`src/rtl/sfla_pkg.sv`:
```
`default_nettype none

package sfla_pkg;

    // Pool size, 1 to 128 slots
    localparam int NUM_SLOTS = 16;

    // Fixed field widths
    localparam int CMD_W   = 2;
    localparam int SLOT_W  = 8;
    localparam int GRANT_W = 7;
    localparam int STAT_W  = 2;
    localparam int CNT_W   = 8;

    // Pointer and bitmap index width
    localparam int IDX_W = (NUM_SLOTS > 1) ? $clog2(NUM_SLOTS) : 1;

    localparam logic [CMD_W-1:0] CMD_ALLOC   = 2'd0;
    localparam logic [CMD_W-1:0] CMD_RELEASE = 2'd1;
    localparam logic [CMD_W-1:0] CMD_QUERY   = 2'd2;

    localparam logic [STAT_W-1:0] ST_OK    = 2'd0;
    localparam logic [STAT_W-1:0] ST_EMPTY = 2'd1;
    localparam logic [STAT_W-1:0] ST_RANGE = 2'd2;
    localparam logic [STAT_W-1:0] ST_FREE  = 2'd3;

    localparam logic [CNT_W-1:0] FULL_COUNT = CNT_W'(NUM_SLOTS);

    // Queue control from the decision logic
    typedef struct packed {
        logic               pop;
        logic               push;
        logic [GRANT_W-1:0] push_slot;
    } t_q_ctrl;

endpackage

`default_nettype wire

```
`src/rtl/sfla_queue.sv`:
```
`default_nettype none

module sfla_queue (
    input  wire                             i_clk,
    input  wire                             i_rst_n,
    input  wire  sfla_pkg::t_q_ctrl         i_ctrl,
    output logic [sfla_pkg::GRANT_W-1:0]    o_head_slot,
    output logic [sfla_pkg::CNT_W-1:0]      o_count
);
    import sfla_pkg::*;

    logic [GRANT_W-1:0] r_q [NUM_SLOTS];
    logic [IDX_W-1:0]   r_head;
    logic [IDX_W-1:0]   r_tail;
    logic [CNT_W-1:0]   r_count;

    function automatic logic [IDX_W-1:0] wrap_next(input logic [IDX_W-1:0] p);
        wrap_next = (p == IDX_W'(NUM_SLOTS - 1)) ? '0 : p + 1'b1;
    endfunction

    assign o_head_slot = r_q[r_head];
    assign o_count     = r_count;

    always_ff @(posedge i_clk) begin
        if (!i_rst_n) begin
            for (int i = 0; i < NUM_SLOTS; i++) begin
                r_q[i] <= GRANT_W'(i);
            end
            r_head  <= '0;
            r_tail  <= '0;
            r_count <= FULL_COUNT;
        end else begin
            if (i_ctrl.push) begin
                r_q[r_tail] <= i_ctrl.push_slot;
                r_tail      <= wrap_next(r_tail);
            end
            if (i_ctrl.pop) begin
                r_head <= wrap_next(r_head);
            end
            case ({i_ctrl.push, i_ctrl.pop})
                2'b10:   r_count <= r_count + 1'b1;
                2'b01:   r_count <= r_count - 1'b1;
                default: r_count <= r_count;
            endcase
        end
    end

endmodule

`default_nettype wire

```
`src/rtl/slot_free_list_allocator.sv`:
```
`default_nettype none

// Slot allocator: hands out slot numbers 0 to NUM_SLOTS-1 from a FIFO of free
// slots (oldest freed slot first) and tracks occupied slots in a bitmap.
// Issue a command by raising start with i_cmd and i_slot; busy is always low,
// so one command may be issued every cycle. Each command yields exactly one
// result, shown on the o_ ports for one cycle with o_strobe high, after the
// command has passed the input register and then the head-entry read, bitmap
// bit and count update into the result register. The receiver cannot stall
// and must take each result as it comes.
// Command 0 allocates, 1 releases the named slot, 2 and 3 only query.
// Every result carries the free count and the free state of i_slot after the
// command took effect.
module slot_free_list_allocator (
    input  wire                             i_clk,
    input  wire                             i_rst_n,
    input  wire                             start,
    output logic                            busy,
    input  wire  [sfla_pkg::CMD_W-1:0]      i_cmd,
    input  wire  [sfla_pkg::SLOT_W-1:0]     i_slot,
    output logic                            o_strobe,
    output logic [sfla_pkg::GRANT_W-1:0]    o_granted_slot,
    output logic [sfla_pkg::STAT_W-1:0]     o_status,
    output logic                            o_slot_is_free,
    output logic [sfla_pkg::CNT_W-1:0]      o_free_count
);
    import sfla_pkg::*;

    // Input register
    logic              r_in_vld;
    logic [CMD_W-1:0]  r_cmd;
    logic [SLOT_W-1:0] r_slot;

    // Occupied bitmap
    logic [NUM_SLOTS-1:0] r_occ;
    logic [NUM_SLOTS-1:0] n_occ;

    // Queue interface
    t_q_ctrl            q_ctrl;
    logic [GRANT_W-1:0] q_head_slot;
    logic [CNT_W-1:0]   q_count;

    // Result next values
    logic [GRANT_W-1:0] n_granted;
    logic [STAT_W-1:0]  n_status;
    logic               n_is_free;
    logic [CNT_W-1:0]   n_count;

    logic             in_range;
    logic [IDX_W-1:0] slot_idx;
    logic [IDX_W-1:0] head_idx;

    // The block never holds off a command
    assign busy = 1'b0;

    sfla_queue u_queue (
        .i_clk       (i_clk),
        .i_rst_n     (i_rst_n),
        .i_ctrl      (q_ctrl),
        .o_head_slot (q_head_slot),
        .o_count     (q_count)
    );

    // Capture the command
    always_ff @(posedge i_clk) begin
        if (!i_rst_n) begin
            r_in_vld <= 1'b0;
        end else begin
            r_in_vld <= start && !busy;
        end
        if (start && !busy) begin
            r_cmd  <= i_cmd;
            r_slot <= i_slot;
        end
    end

    assign in_range = (r_slot < SLOT_W'(NUM_SLOTS));
    assign slot_idx = r_slot[IDX_W-1:0];
    assign head_idx = q_head_slot[IDX_W-1:0];

    // Decide the action for the registered command in one pass
    always_comb begin
        q_ctrl           = '0;
        q_ctrl.push_slot = r_slot[GRANT_W-1:0];
        n_occ            = r_occ;
        n_granted        = '0;
        n_status         = ST_OK;
        if (r_in_vld) begin
            case (r_cmd)
                CMD_ALLOC: begin
                    if (q_count == '0) begin
                        n_status = ST_EMPTY;
                    end else begin
                        // pop the oldest free slot and mark it taken
                        q_ctrl.pop = 1'b1;
                        if ({1'b0, q_head_slot} < (GRANT_W + 1)'(NUM_SLOTS)) begin
                            n_occ[head_idx] = 1'b1;
                        end
                        n_granted = q_head_slot;
                    end
                end
                CMD_RELEASE: begin
                    if (!in_range) begin
                        n_status = ST_RANGE;
                    end else if (!r_occ[slot_idx]) begin
                        n_status = ST_FREE;
                    end else if (q_count < FULL_COUNT) begin
                        n_occ[slot_idx] = 1'b0;
                        q_ctrl.push     = 1'b1;
                    end
                end
                default: begin
                    // query and the unused code change nothing
                    if (!in_range) begin
                        n_status = ST_RANGE;
                    end
                end
            endcase
        end
        n_is_free = in_range && !n_occ[slot_idx];
        n_count   = q_count + CNT_W'(q_ctrl.push) - CNT_W'(q_ctrl.pop);
    end

    // Advance the bitmap and drive the result register
    always_ff @(posedge i_clk) begin
        if (!i_rst_n) begin
            r_occ    <= '0;
            o_strobe <= 1'b0;
        end else begin
            r_occ    <= n_occ;
            o_strobe <= r_in_vld;
        end
        o_granted_slot <= n_granted;
        o_status       <= n_status;
        o_slot_is_free <= n_is_free;
        o_free_count   <= n_count;
    end

    // Free count and occupied bitmap always account for every slot
    a_conserve: assert property (@(posedge i_clk) disable iff (!i_rst_n)
        (32'(q_count) + 32'($countones(r_occ))) == NUM_SLOTS)
        else $error("free count and occupied bitmap disagree");

    // Every command taken yields a result strobe through the input and result registers
    a_latency: assert property (@(posedge i_clk) disable iff (!i_rst_n)
        (start && !busy) |=> ##1 o_strobe)
        else $error("result strobe missing for a taken command");

    // An empty report means the pool really was empty
    a_empty: assert property (@(posedge i_clk) disable iff (!i_rst_n)
        (o_strobe && o_status == ST_EMPTY) |-> (o_free_count == '0))
        else $error("empty status with free slots left");

    // A nonzero grant only comes with an ok status
    a_grant: assert property (@(posedge i_clk) disable iff (!i_rst_n)
        (o_strobe && o_granted_slot != '0) |-> (o_status == ST_OK))
        else $error("slot granted on a failed command");

endmodule

`default_nettype wire
```
`config.mk`:
```
export PLATFORM = sky130hd
export DESIGN_NAME = slot_free_list_allocator
export DESIGN_NICKNAME = d
export VERILOG_FILES = /design/src/rtl/sfla_pkg.sv /design/src/rtl/sfla_queue.sv /design/src/rtl/slot_free_list_allocator.sv
export SDC_FILE = /design/constraint.sdc
export NUM_CORES = 1
export LEC_CHECK = 0
export BUFFER_PORTS_ARGS = -buffer_cell sky130_fd_sc_hd__buf_2
export CELL_PAD_IN_SITES_DETAIL_PLACEMENT = 1
export CELL_PAD_IN_SITES_GLOBAL_PLACEMENT = 1
export CORE_MARGIN = 2
export CORE_UTILIZATION = 40
export DETAILED_ROUTE_END_ITERATION = 10
export PLACE_DENSITY = 0.64
export SYNTH_ARGS = -nofsm -noshare
export SYNTH_HDL_FRONTEND = slang
export SYNTH_HIERARCHICAL = 1
export SYNTH_SLANG_ARGS = --single-unit
export TNS_END_PERCENT = 5
```
`constraint.sdc`:
```
create_clock -name i_clk -period 7.4 [get_ports i_clk]
set_input_delay 0.37 -clock i_clk [delete_from_list [all_inputs] [get_ports i_clk]]
set_output_delay 0.37 -clock i_clk [all_outputs]
set_load 0.01 [all_outputs]
```
==> results_dict.tcl <==
set metrics [dict create \
    cts_setup_buffers 0 \
    synth_compound_area_share_pct 6.46 \
    leakage_nw 3.63 \
    grt_pass1_vias 6243 \
    ys.flop_type "edfxtp_1" \
    drc 0 \
    cts_buffers 17 \
    row_count 54 \
    preCtsSetupSlack_ps 2710 \
    fmax_ghz 0.209 \
    die_w_um 152 \
    crit_type "reg2reg" \
    hold_buffers 0 \
    synth_top_family_by_area "simple AND/OR/NAND/NOR gates" \
    fin_ws_ps 2620 \
    power.density_nw_per_um2 229 \
    antenna_cells 0 \
    cts_tree "done" \
    place_hpwl_mm 15.0 \
    area_growth_pct 11.3 \
    first_pass_iters 5 \
    wire_per_inst_um 22.5 \
    synthMuxAreaShare_pct 11.5 \
    grt_start_max_net_pins 55 \
    start_util_pct 40.4 \
    antenna_found_initial 0 \
    timing.slew.headroom_pct 16.2 \
    synth_fp_nets 757 \
    path_cells "nor4_1 -> nand3_1 -> nor2_1 -> inv_1 -> ha_1 -> xor2_1 -> ha_1 -> nor4_1 -> nor4_2 -> nor3_1 -> a211oi_1 -> nand3b_1" \
    post-route-period-util_pct 64.5 \
    viasPerCell 5.83 \
    rsz0062_at_grt "false" \
    synth.distinct_cells 65 \
    maxCapViolCount 0 \
    synth.ff_latch_count 178 \
    root_buffer "clkbuf_16" \
    clockBufferDepth 2 \
    die_area_um2 23100 \
    io_pins 33 \
    grt_pass1_wl_mm 36.1 \
    ctsResizeCount 0 \
    syn-instance-count 724 \
    skew_ps 11.6 \
    critPathRequiredTime_ps 7710 \
    worstPathArrival_ps 5090 \
    drive_gt1_share_pct 21.2 \
    synth_enable_flop_cells 122 \
    setup_tns_ps 0 \
    ys_seq_area_share_pct 54.6 \
    drt_iter0_drc 371 \
    max_stage_delay_ps 870 \
    die_h_um 152 \
    synth_xor_area_share_pct 1.70 \
    yosys.area_share.simple_pct 19.0 \
    grtUsageTotal_pct 20.3 \
    htree_levels 4 \
    yosys_warnings 6 \
    grt_overflow 0 \
    hold_class "in2reg" \
    clk_pin_slew_ps 70 \
    async_flop_share_pct 0 \
    netlist_area_um2 8760 \
    via_count 5954 \
    critPathMaxFanout 21 \
    hold_viol_final 0 \
    worst_slew_pin_slew_ps 1250 \
    core_area_um2 21700 \
    ant_nets 0 \
    synthAdderAreaFrac_pct 2.94 \
    io_buffers 31 \
    gp_congestion 0.804 \
    startpoint_type "flip-flop" \
    vdd_drop_max_mv 0.145 \
    finalSetupViolations 0 \
    setup.worst_path.end_class "flip-flop" \
    status "finished clean" \
    num-nets-final 762 \
    syn_avg_cell_area_um2 12.1 \
    period_minus_slack_ps 4780 \
    insertion_delay_ps 430 \
    slowest_stage "nor4_1" \
    maxSlewViolCount 0 \
    drt_wl_total_mm 22.9 \
    clock_sinks 178 \
]
-- worst max-delay path, delay by kind of cell (launching register included) --
family          cells  cell delay (ps)
compound gates      1               70
xor+xnor            1              260
fa+ha+maj           2              790
buf+inv             1              190
flops               1              610
simple gates        7             2740
-- power by group --
part	switching, W	leakage, nW	internal (W)
clock	0.000400	0.304	0.000571
sequential	0.0000265	1.62	0.00110
combinational	0.0000832	1.71	0.0000507
-- per-stage QoR --
stage	total power, W	utilization (%)	hold WS (ps)	instances	cell area (um^2)
after global routing	0.00230	44.9	98.8	1021	9750
after floorplan	0.00122	-	443	724	8760
after global placement	0.00127	42.1	455	990	9120
after CTS	0.00225	44.9	95.0	1021	9750
final	0.00223	44.9	118	1021	9750
after detailed placement	0.00128	42.1	469	990	9120
-- Yosys cell counts (2+ instances only) --
cell	count	area, um^2
or3_1	6	37.5
nand3b_1	5	37.5
nand4_1	5	31.3
o22ai_1	3	18.8
buf_1	5	18.8
dfxtp_1	56	1120
nor3_1	6	30.0
nand2b_1	11	68.8
or4_1	3	22.5
o211ai_1	3	22.5
mux4_2	42	946
and3_1	83	519
xnor2_1	8	70.1
nor3b_1	4	30.0
a211o_1	2	17.5
and3b_1	2	17.5
o21a_1	2	15.0
xor2_1	9	78.8
edfxtp_1	122	3660
nor4_1	4	25.0
a311oi_1	3	26.3
nor2b_1	9	56.3
a21oi_1	32	160
a211oi_1	12	90.1
and2_1	16	100
inv_1	23	86.3
ha_1	19	238
a31oi_1	5	31.3
nor2_1	28	105
nand2_1	51	191
nand3_1	10	50.1
buf_2	8	40.0
mux2i_1	5	50.1
clkbuf_1	42	158
o21ai_0	19	95.1
or2_2	31	194
nand4b_1	2	17.5
-- cells by family after synthesis --
logic type      count (synthesis)
compound gates                 91
xor+xnor                       17
fa+ha+maj                      20
simple gates                  288
other cells                     1
buf+inv                        81
flops                         178
mux                            48
-- sequential cells by signal, indices dropped and copies added, names as in the netlist, 4 cells and up, named ones only --
| signal | cells |
|---|---|
| u_queue/r_tail | 4 |
| u_queue/r_head | 4 |
| r_occ | 16 |
| r_slot | 8 |
| o_free_count | 8 |
| u_queue/o_count | 8 |
| o_granted_slot | 7 |
| u_queue/r_q | 112 |
-- cell type report --
| type | instances | area [um^2] |
|---|---|---|
| Fill cell | 2263 | 11900 |
| Sequential cell | 178 | 4790 |
| Multi-Input combinational cell | 465 | 3650 |
| Clock buffer | 18 | 429 |
| Tap cell | 280 | 350 |
| Timing Repair Buffer | 44 | 253 |
| Clock inverter | 13 | 196 |
| Inverter | 23 | 86.3 |
-- cell usage in the layout, fill, tap and decap left out, types with 18 or more instances in the layout --
cell type  netlist  routed
a21oi_1         32      32
and3_1          83      83
buf_2            8      31
dfxtp_1         56      54
edfxtp_1       122     122
ha_1            19      19
inv_1           23      23
mux4_2          42      42
nand2_1         51      51
nor2_1          28      28
o21ai_0         19      18
or2_2           31      31
-- path summary, 6_finish.rpt --
path | start | depth (start not counted) | end | slack, ps
worst max-delay path | r_slot[6] | 12 | u_queue/o_count[6] | 2620
worst min register to register | u_queue/o_count[7] | 2 | u_queue/o_count[7] | 470
worst min-delay path | i_slot[0] | 1 | r_slot[0] | 120
worst max register to register | r_slot[6] | 12 | u_queue/o_count[6] | 2620
-- metal layers --
metal / GRT usage (%) / vias to the layer above / part of all wire (%) / routed length, um
met2: 35.4 / 129 / 51 / 11700
met1: 25.9 / 3095 / 44 / 10000
met5: 0 / - / 0 / 0
met4: 6.05 / 0 / 1.6 / 375
met3: 3.51 / 31 / 3.5 / 793
li1: - / 2699 / - / -
(Power assumes the default switching activity.)
